===== src/rtl/core/ledd_pkg.sv =====
// Shared types, constants and patterns for the ladder encoder event decoder.
package ledd_pkg;

    // Field and storage widths
    localparam int DEF_SAMPLE_BITS = 10;
    localparam int THR_BITS        = 10;
    localparam int NUM_THR         = 5;
    localparam int CFG_IDX_BITS    = 3;
    localparam int LEVEL_BITS      = 3;
    localparam int EVENT_BITS      = 2;
    localparam int LONG_DEPTH      = 5;
    localparam int SHORT_DEPTH     = 3;

    typedef logic [LEVEL_BITS-1:0]              t_level;
    typedef logic [NUM_THR-1:0][THR_BITS-1:0]   t_thr_vec;
    // Index LONG_DEPTH-1 is the oldest entry, index 0 the newest
    typedef logic [LONG_DEPTH-1:0][LEVEL_BITS-1:0]  t_long_hist;
    typedef logic [SHORT_DEPTH-1:0][LEVEL_BITS-1:0] t_short_hist;

    typedef enum logic [EVENT_BITS-1:0] {
        EV_NONE  = 2'd0,
        EV_PLUS  = 2'd1,
        EV_MINUS = 2'd2,
        EV_PRESS = 2'd3
    } t_event;

    // Action codes of an input item
    localparam logic ACT_SAMPLE = 1'b0;
    localparam logic ACT_READ   = 1'b1;

    // Threshold reset values, register 0 last
    localparam t_thr_vec THR_RESET = {10'd200, 10'd300, 10'd500, 10'd600, 10'd700};

    // Level sequences, oldest entry in the leftmost position
    localparam t_long_hist  PAT_PLUS  = {3'd1, 3'd2, 3'd5, 3'd4, 3'd1};
    localparam t_long_hist  PAT_MINUS = {3'd1, 3'd4, 3'd5, 3'd2, 3'd1};
    localparam t_short_hist PAT_PRESS = {3'd1, 3'd3, 3'd1};

    // Classified item handed from the first stage to the tracker
    typedef struct packed {
        logic   read;
        t_level level;
    } t_cls_item;

    // One result item
    typedef struct packed {
        t_event event_code;
        t_level level;
        logic   event_detected;
    } t_result;

endpackage


===== src/rtl/core/ledd_in_if.sv =====
// Input channel: valid/ready handshake carrying action and ADC sample.
interface ledd_in_if #(
    parameter int SAMPLE_BITS = ledd_pkg::DEF_SAMPLE_BITS
);
    logic                   valid;
    logic                   ready;
    logic                   action;
    logic [SAMPLE_BITS-1:0] sample;

    modport source (output valid, output action, output sample, input ready);
    modport sink   (input valid, input action, input sample, output ready);
endinterface


===== src/rtl/core/ledd_out_if.sv =====
// Output channel: valid/ready handshake carrying one result item.
interface ledd_out_if;
    import ledd_pkg::*;

    logic                  valid;
    logic                  ready;
    logic [EVENT_BITS-1:0] event_code;
    logic [LEVEL_BITS-1:0] level;
    logic                  event_detected;

    modport source (output valid, output event_code, output level, output event_detected,
                    input ready);
    modport sink   (input valid, input event_code, input level, input event_detected,
                    output ready);
endinterface


===== src/rtl/core/ledd_thresholds.sv =====
// Threshold register file written through the configuration port.
module ledd_thresholds (
    input  logic                                 i_clk,
    input  logic                                 i_rst_n,
    input  logic                                 i_cfg_we,
    input  logic [ledd_pkg::CFG_IDX_BITS-1:0]    i_cfg_idx,
    input  logic [ledd_pkg::THR_BITS-1:0]        i_cfg_data,
    output ledd_pkg::t_thr_vec                   o_thr
);
    import ledd_pkg::*;

    t_thr_vec r_thr;
    t_thr_vec n_thr;

    // Write the addressed register, drop writes beyond the list
    always_comb begin
        n_thr = r_thr;
        if (i_cfg_we && (i_cfg_idx < CFG_IDX_BITS'(NUM_THR))) begin
            n_thr[i_cfg_idx] = i_cfg_data;
        end
    end

    always_ff @(posedge i_clk) begin
        if (!i_rst_n) begin
            r_thr <= THR_RESET;
        end else begin
            r_thr <= n_thr;
        end
    end

    assign o_thr = r_thr;

endmodule


===== src/rtl/core/ledd_classify.sv =====
// Input stage: sort the sample into a ladder level and register the item.
module ledd_classify #(
    parameter int SAMPLE_BITS = ledd_pkg::DEF_SAMPLE_BITS
) (
    input  logic                     i_clk,
    input  logic                     i_load,
    input  logic                     i_action,
    input  logic [SAMPLE_BITS-1:0]   i_sample,
    input  ledd_pkg::t_thr_vec       i_thr,
    output ledd_pkg::t_cls_item      o_item
);
    import ledd_pkg::*;

    localparam int CMP_BITS = (SAMPLE_BITS > THR_BITS) ? SAMPLE_BITS : THR_BITS;

    logic [CMP_BITS-1:0] sample_ext;
    t_level              level;
    t_cls_item           n_item;
    t_cls_item           r_item;

    assign sample_ext = CMP_BITS'(i_sample);

    // First threshold exceeded decides; scan from the last so the lowest index wins
    always_comb begin
        level = LEVEL_BITS'(NUM_THR + 1);
        for (int k = NUM_THR - 1; k >= 0; k--) begin
            if (sample_ext > CMP_BITS'(i_thr[k])) begin
                level = LEVEL_BITS'(k + 1);
            end
        end
        n_item.read  = (i_action == ACT_READ);
        n_item.level = level;
    end

    // Hold the item until the stage advances
    always_ff @(posedge i_clk) begin
        if (i_load) begin
            r_item <= n_item;
        end
    end

    assign o_item = r_item;

endmodule


===== src/rtl/core/ledd_tracker.sv =====
// Level history, pattern match, latched event and result register.
module ledd_tracker (
    input  logic                 i_clk,
    input  logic                 i_rst_n,
    input  logic                 i_adv,
    input  ledd_pkg::t_cls_item  i_item,
    output ledd_pkg::t_result    o_result
);
    import ledd_pkg::*;

    t_level     r_prev_level, n_prev_level;
    t_long_hist r_long, n_long;
    t_event     r_pending, n_pending;
    t_result    r_res, n_res;
    t_event     code;

    // The short history is always the newest entries of the long one
    always_comb begin
        n_prev_level = r_prev_level;
        n_long       = r_long;
        n_pending    = r_pending;
        code         = EV_NONE;
        n_res        = r_res;
        if (i_adv) begin
            if (i_item.read) begin
                // Return the latched event and clear it
                n_res.event_code     = r_pending;
                n_res.level          = r_prev_level;
                n_res.event_detected = 1'b0;
                n_pending            = EV_NONE;
            end else begin
                if (i_item.level != r_prev_level) begin
                    n_long = {r_long[LONG_DEPTH-2:0], i_item.level};
                    priority if (n_long == PAT_PLUS) begin
                        code = EV_PLUS;
                    end else if (n_long == PAT_MINUS) begin
                        code = EV_MINUS;
                    end else if (n_long[SHORT_DEPTH-1:0] == PAT_PRESS) begin
                        code = EV_PRESS;
                    end else begin
                        code = EV_NONE;
                    end
                    if (code != EV_NONE) begin
                        n_pending = code;
                    end
                    n_prev_level = i_item.level;
                end
                n_res.event_code     = code;
                n_res.level          = i_item.level;
                n_res.event_detected = (code != EV_NONE);
            end
        end
    end

    always_ff @(posedge i_clk) begin
        if (!i_rst_n) begin
            r_prev_level <= '0;
            r_long       <= '0;
            r_pending    <= EV_NONE;
        end else begin
            r_prev_level <= n_prev_level;
            r_long       <= n_long;
            r_pending    <= n_pending;
        end
    end

    // Result payload needs no reset
    always_ff @(posedge i_clk) begin
        r_res <= n_res;
    end

    assign o_result = r_res;

endmodule


===== src/rtl/core/ladder_encoder_event_decoder_core.sv =====
// Top level of the ladder encoder event decoder.
//
//  channel  | dir | handshake          | payload
//  ---------+-----+--------------------+-------------------------------------
//  i_in     | in  | valid / ready      | action, sample[SAMPLE_BITS-1:0]
//  o_out    | out | valid / ready      | event_code[1:0], level[2:0], event_detected
//  i_cfg_*  | in  | write enable only  | i_cfg_idx[2:0], i_cfg_data[9:0]
//
// Two register stages: the input stage classifies the sample against the
// thresholds, the tracker updates history and event and registers the result.
// One item per clock unless the output stalls; the result register drives o_out.
// A stalled output holds the result; the input stage keeps accepting while it is
// empty or the output register is free or being drained in the same cycle.
// Reset (synchronous, active low) restores thresholds and clears all history.
module ladder_encoder_event_decoder_core #(
    parameter int SAMPLE_BITS = ledd_pkg::DEF_SAMPLE_BITS
) (
    input  logic                               i_clk,
    input  logic                               i_rst_n,
    ledd_in_if.sink                            i_in,
    ledd_out_if.source                         o_out,
    input  logic                               i_cfg_we,
    input  logic [ledd_pkg::CFG_IDX_BITS-1:0]  i_cfg_idx,
    input  logic [ledd_pkg::THR_BITS-1:0]      i_cfg_data
);
    import ledd_pkg::*;

    logic      r_s1_valid;
    logic      r_out_valid;
    logic      out_free;
    logic      in_ready;
    logic      load;
    logic      adv;
    t_thr_vec  thr;
    t_cls_item item;
    t_result   result;

    // Pipeline flow control; hold off input transfers during reset
    assign out_free = !r_out_valid || o_out.ready;
    assign in_ready = i_rst_n && (!r_s1_valid || out_free);
    assign load     = i_in.valid && in_ready;
    assign adv      = r_s1_valid && out_free;

    always_ff @(posedge i_clk) begin
        if (!i_rst_n) begin
            r_s1_valid  <= 1'b0;
            r_out_valid <= 1'b0;
        end else begin
            if (in_ready) begin
                r_s1_valid <= i_in.valid;
            end
            if (out_free) begin
                r_out_valid <= r_s1_valid;
            end
        end
    end

    ledd_thresholds u_thresholds (
        .i_clk      (i_clk),
        .i_rst_n    (i_rst_n),
        .i_cfg_we   (i_cfg_we),
        .i_cfg_idx  (i_cfg_idx),
        .i_cfg_data (i_cfg_data),
        .o_thr      (thr)
    );

    ledd_classify #(
        .SAMPLE_BITS (SAMPLE_BITS)
    ) u_classify (
        .i_clk    (i_clk),
        .i_load   (load),
        .i_action (i_in.action),
        .i_sample (i_in.sample),
        .i_thr    (thr),
        .o_item   (item)
    );

    ledd_tracker u_tracker (
        .i_clk    (i_clk),
        .i_rst_n  (i_rst_n),
        .i_adv    (adv),
        .i_item   (item),
        .o_result (result)
    );

    // Drive the channels
    assign i_in.ready           = in_ready;
    assign o_out.valid          = r_out_valid;
    assign o_out.event_code     = EVENT_BITS'(result.event_code);
    assign o_out.level          = result.level;
    assign o_out.event_detected = result.event_detected;

endmodule

===== src/flat_wrapper.sv =====
// flat-port wrapper written by rule: the top's interface ports become plain ports
module ladder_encoder_event_decoder_core_flat import ledd_pkg::*;
#(
    parameter int SAMPLE_BITS = ledd_pkg::DEF_SAMPLE_BITS
)
  (i_clk, i_rst_n, i_cfg_we, i_cfg_idx, i_cfg_data, i_in_valid, i_in_action, i_in_sample, i_in_ready, o_out_valid, o_out_event_code, o_out_level, o_out_event_detected, o_out_ready);
  ledd_in_if #(.SAMPLE_BITS(SAMPLE_BITS)) i_in_i ();
  ledd_out_if o_out_i ();
  input  logic i_clk;
  input  logic i_rst_n;
  input  logic i_cfg_we;
  input  logic [ledd_pkg::CFG_IDX_BITS-1:0] i_cfg_idx;
  input  logic [ledd_pkg::THR_BITS-1:0] i_cfg_data;
  input wire logic [$bits(i_in_i.valid)-1:0] i_in_valid;
  input wire logic [$bits(i_in_i.action)-1:0] i_in_action;
  input wire logic [$bits(i_in_i.sample)-1:0] i_in_sample;
  output wire logic [$bits(i_in_i.ready)-1:0] i_in_ready;
  output wire logic [$bits(o_out_i.valid)-1:0] o_out_valid;
  output wire logic [$bits(o_out_i.event_code)-1:0] o_out_event_code;
  output wire logic [$bits(o_out_i.level)-1:0] o_out_level;
  output wire logic [$bits(o_out_i.event_detected)-1:0] o_out_event_detected;
  input wire logic [$bits(o_out_i.ready)-1:0] o_out_ready;
  assign i_in_i.valid = i_in_valid;
  assign i_in_i.action = i_in_action;
  assign i_in_i.sample = i_in_sample;
  assign i_in_ready = i_in_i.ready;
  assign o_out_valid = o_out_i.valid;
  assign o_out_event_code = o_out_i.event_code;
  assign o_out_level = o_out_i.level;
  assign o_out_event_detected = o_out_i.event_detected;
  assign o_out_i.ready = o_out_ready;
  ladder_encoder_event_decoder_core #(.SAMPLE_BITS(SAMPLE_BITS)) u_core (.i_clk(i_clk), .i_rst_n(i_rst_n), .i_in(i_in_i), .o_out(o_out_i), .i_cfg_we(i_cfg_we), .i_cfg_idx(i_cfg_idx), .i_cfg_data(i_cfg_data));
endmodule

===== config.mk =====
export PLATFORM = sky130hd
export DESIGN_NAME = ladder_encoder_event_decoder_core_flat
export DESIGN_NICKNAME = d
export VERILOG_FILES = /design/src/rtl/core/ledd_pkg.sv /design/src/rtl/core/ledd_in_if.sv /design/src/rtl/core/ledd_out_if.sv /design/src/rtl/core/ledd_thresholds.sv /design/src/rtl/core/ledd_classify.sv /design/src/rtl/core/ledd_tracker.sv /design/src/rtl/core/ladder_encoder_event_decoder_core.sv /design/src/flat_wrapper.sv
export SDC_FILE = /design/constraint.sdc
export NUM_CORES = 1
export LEC_CHECK = 0
export BUFFER_PORTS_ARGS = -buffer_cell sky130_fd_sc_hd__buf_2
export CAP_MARGIN = 10
export CORE_MARGIN = 8
export CORE_UTILIZATION = 35
export DETAILED_ROUTE_END_ITERATION = 10
export HOLD_SLACK_MARGIN = 0.1
export MAX_ROUTING_LAYER = met4
export PLACE_DENSITY_LB_ADDON = 0.12
export REMOVE_ABC_BUFFERS = 1
export SYNTH_ARGS = -nofsm -noshare
export SYNTH_HDL_FRONTEND = slang
export SYNTH_SLANG_ARGS = --single-unit
export TNS_END_PERCENT = 100

===== constraint.sdc =====
create_clock -name i_clk -period 2.1 [get_ports i_clk]
set_input_delay 0.42 -clock i_clk [delete_from_list [all_inputs] [get_ports i_clk]]
set_output_delay 0.42 -clock i_clk [all_outputs]
set_load 0.02 [all_outputs]

==> flow_summary.json <==
{
  "cts_tree": "done",
  "cts_hold_buf": 0,
  "final_cells": 689,
  "core_area_mm2": 0.01196,
  "clock_power_share_pct": 45.7,
  "clk_latency_ps": 340,
  "ys_types": 45,
  "fin_setup_tns_ps": 0,
  "portBuffers": 36,
  "path_class": "flip-flop to flip-flop",
  "synth-seq-cells": 76,
  "p_leak_nw": 2.078,
  "dp_cells": 673,
  "power_frac_comb_pct": 11.5,
  "slew_headroom_pct": 64.20,
  "crit_path_start_kind": "flip-flop",
  "die_area_mm2": 0.01602,
  "finalCritPeriodShare_pct": 94.26,
  "swShare_pct": 24.42,
  "dp_worst_setup_slack_ps": -149.6,
  "drive_above_1_share_pct": 14.02,
  "period_needed_ps": 1979,
  "slowest_stage": "a2111oi_2",
  "peakVddDrop_mv": 0.3341,
  "min_from": "i_in_action",
  "final_hold_viol_count": 0,
  "mostFrequentLayoutCells": "nand2_1, dfxtp_1, inv_1, ha_1, buf_2",
  "dp_hpwl_mm": 8.273,
  "r2r_cells": 7,
  "ios": 37,
  "drtAntennaViolNets": 0,
  "outcome": "finished, final reports clean",
  "worst_path_largest_cell_delay_ps": 480,
  "endpoint_kind": "flip-flop",
  "grt_use_met1_pct": 17.51,
  "critPathMaxFanout": 3,
  "drc": 0,
  "r2r_start": "u_core.u_thresholds.o_thr[35]$_SDFFE_PN1P_",
  "fin_skew_ps": 8.660,
  "holdPathEnd": "u_core.u_classify.o_item[3]$_DFFE_PP_",
  "track_usage_pct": 14.62,
  "clk_pin_slew_ps": 60,
  "layout_commonest_cell": "nand2_1",
  "crit_chain": "inv_1, ha_1, a21oi_1, o21ai_0, a2111oi_2, o211ai_1, o211ai_1",
  "maxCapViolCount": 0,
  "busiest_layer": "met2",
  "yosysTopAreaCellShare_pct": 30.89,
  "synthArstFlopShare_pct": 0,
  "syn_area_mm2": 0.004278,
  "post_cts_buffers": 0,
  "syn-instance-count": 494,
  "drt_iter0_drc": 154,
  "seqCellArea_mm2": 0.001622,
  "num-fill-cells": 1220,
  "grt_setup_unrepaired": "false",
  "pwr_density_cell_mw_per_mm2": 719.3,
  "internal_power_mw": 2.716,
  "crit_arrival_ps": 2170,
  "crit_path_frequent_cell": "o211ai_1",
  "p_switching_mw": 0.8776,
  "clockBufferDepth": 2,
  "clockRootBuffer": "clkbuf_16",
  "avgSynthCellArea_um2": 8.660,
  "wl_per_cell_um": 15.62,
  "syn2layout_area_growth_pct": 16.79,
  "layout_setup_ws_ps": 120.6,
  "use_met2_pct": 23.21,
  "synth.area.top_cells": "dfxtp_1, ha_1, nand2_1",
  "grt_pass1_wl_mm": 17.80,
  "fmax_mhz": 505.2,
  "max_slew.worst_pin.slew_ps": 531.4,
  "die_w_um": 126.6,
  "seq_area_frac_synth_pct": 37.91,
  "min_path_type": "input port to flip-flop",
  "wirelength_mm": 10.76,
  "htree_levels": 3,
  "drv_slew": 0,
  "grt_max_degree": 32,
  "regToRegEndpoint": "u_core.u_classify.o_item[0]$_SDFFCE_PN1P_",
  "ys_warn_count": 0,
  "place.gp.congestion": 0.8479,
  "antenna_found_initial": 0,
  "reg2reg_slack_ps": 120,
  "cp.required_ps": 2290,
  "antenna_cells": 0,
  "setup_viol_count_final": 0,
  "start_util_pct": 35.76,
  "synth_top_flop_cell": "dfxtp_1",
  "synth_top_cell_by_area": "dfxtp_1",
  "synth_edf_count": 10,
  "dr.pass1.iters": 4,
  "use_met3_pct": 2.807,
  "grt-ovfl-total": 0,
  "cts_buffers": 9,
  "clkSinkCount": 76,
  "fp.dieH_um": 126.6,
  "finish.net_count": 616,
  "viasPerCell": 4.985,
  "hold_depth": 1,
  "row_count": 40,
  "dr_total_vias": 3435,
  "power_frac_seq_pct": 42.8,
  "grt_pass1_vias": 3451,
  "multi_input_area_mm2": 0.002385
}
worst max path at each step:
| stage | startpoint | to | slack (ps) | cells past startpoint |
|---|---|---|---|---|
| 2_1_floorplan | u_core.o_out.valid$_SDFFE_PN0N_ | u_core.u_tracker.r_long[1]$_SDFFE_PN0P_ | -80 | 5 |
| 3_3_place_gp | i_in_sample[3] | u_core.u_classify.o_item[0]$_SDFFCE_PN1P_ | -100 | 7 |
| 3_5_place_dp | i_in_sample[5] | u_core.u_classify.o_item[0]$_SDFFCE_PN1P_ | -150 | 7 |
| 4_1_cts | u_core.u_thresholds.o_thr[8]$_SDFFE_PN0P_ | u_core.u_classify.o_item[1]$_SDFFCE_PN0P_ | 110 | 7 |
| 5_1_grt | u_core.u_thresholds.o_thr[35]$_SDFFE_PN1P_ | u_core.u_classify.o_item[0]$_SDFFCE_PN1P_ | 20 | 7 |
| 6_report | u_core.u_thresholds.o_thr[35]$_SDFFE_PN1P_ | u_core.u_classify.o_item[0]$_SDFFCE_PN1P_ | 120 | 7 |
metrics by stage:
stage / hold slack [ps] / utilization [%] / power [mW] / cell area [µm²]
CTS: 257.4 / 41.73 / 3.641 / 4991
global route: 259.4 / 41.77 / 3.758 / 4996
global placement: 442.4 / 39.08 / 1.976 / 4674
finish: 268.1 / 41.77 / 3.594 / 4996
floorplan: 434.7 / - / 1.805 / 4200
detailed placement: 445.3 / 39.08 / 1.984 / 4674
metal layers:
metal	wire [µm]	share of wire (%)
met5	0	0
met4	252	2.3
met3	416	3.9
met2	5003	46
met1	5091	47
power groups by stage:
stage	clock [mW]	combinational, mW	sequential, mW
5_1_grt	1.75	0.465	1.54
6_report	1.64	0.412	1.54
3_5_place_dp	0	0.415	1.57
4_1_cts	1.69	0.416	1.54
3_3_place_gp	0	0.407	1.57
2_1_floorplan	0	0.233	1.57
worst max-delay path, delay by kind of cell, from the launching register on:
kind | cells | cell delay [ps]
AO/OA/AOI/OAI | 5 | 1170
adder cells (fa/ha/maj) | 1 | 300
buffers and inverters | 1 | 50
flip-flops | 1 | 310
layout make-up:
class / instances / area share (%)
Inverter: 53 / 3.982
Tap cell: 147 / 3.681
Clock buffer: 9 / 4.508
Sequential cell: 76 / 32.46
Multi-Input combinational cell: 348 / 47.73
Clock inverter: 7 / 1.828
Timing Repair Buffer: 49 / 5.810
flip-flops by register name, indices dropped and copies added, names as in the netlist:
name and cells:
u_core.u_tracker.o_result 6, u_core.o_out.valid 1, u_core.u_thresholds.o_thr 50, u_core.u_tracker.r_long 12, u_core.u_tracker.r_pending 2, u_core.r_s1_valid 1
u_core.u_classify.o_item 4
logic make-up (layout without fill, tap and decap cells):
family | count (synthesis) | in the layout | share of synthesized area (%)
xor gates and xnor gates | 3 | 3 | 0.6143
muxes | 3 | 3 | 0.7896
DFF | 76 | 76 | 37.91
buffers and inverters | 70 | 118 | 6.464
adders and majority gates | 50 | 50 | 14.62
AOI/OAI and AO/OA | 113 | 113 | 20.12
and+or+nand+nor | 179 | 179 | 19.48
synthesized netlist by cell type (3+ instances only):
master	number
ha_1	50
nand2_1	110
a21boi_1	19
nor2b_1	5
clkbuf_1	8
o211ai_1	26
buf_2	8
o21ai_0	7
dfxtp_1	66
nor2_1	10
edfxtp_1	10
a21o_1	3
a21oi_1	13
nand2b_1	8
xnor2_1	3
mux2_2	3
nand4_1	9
nor3_1	3
inv_1	53
nor4bb_1	3
a211oi_1	8
a21boi_0	22
nand3_1	18
what timing repair did:
item                                    4_1_cts  5_1_grt
resized for setup                             0        1
endpoints found under the hold margin         0        0
endpoints found under the setup margin        0        2
No activity file was read; power rests on OpenSTA's default activity.
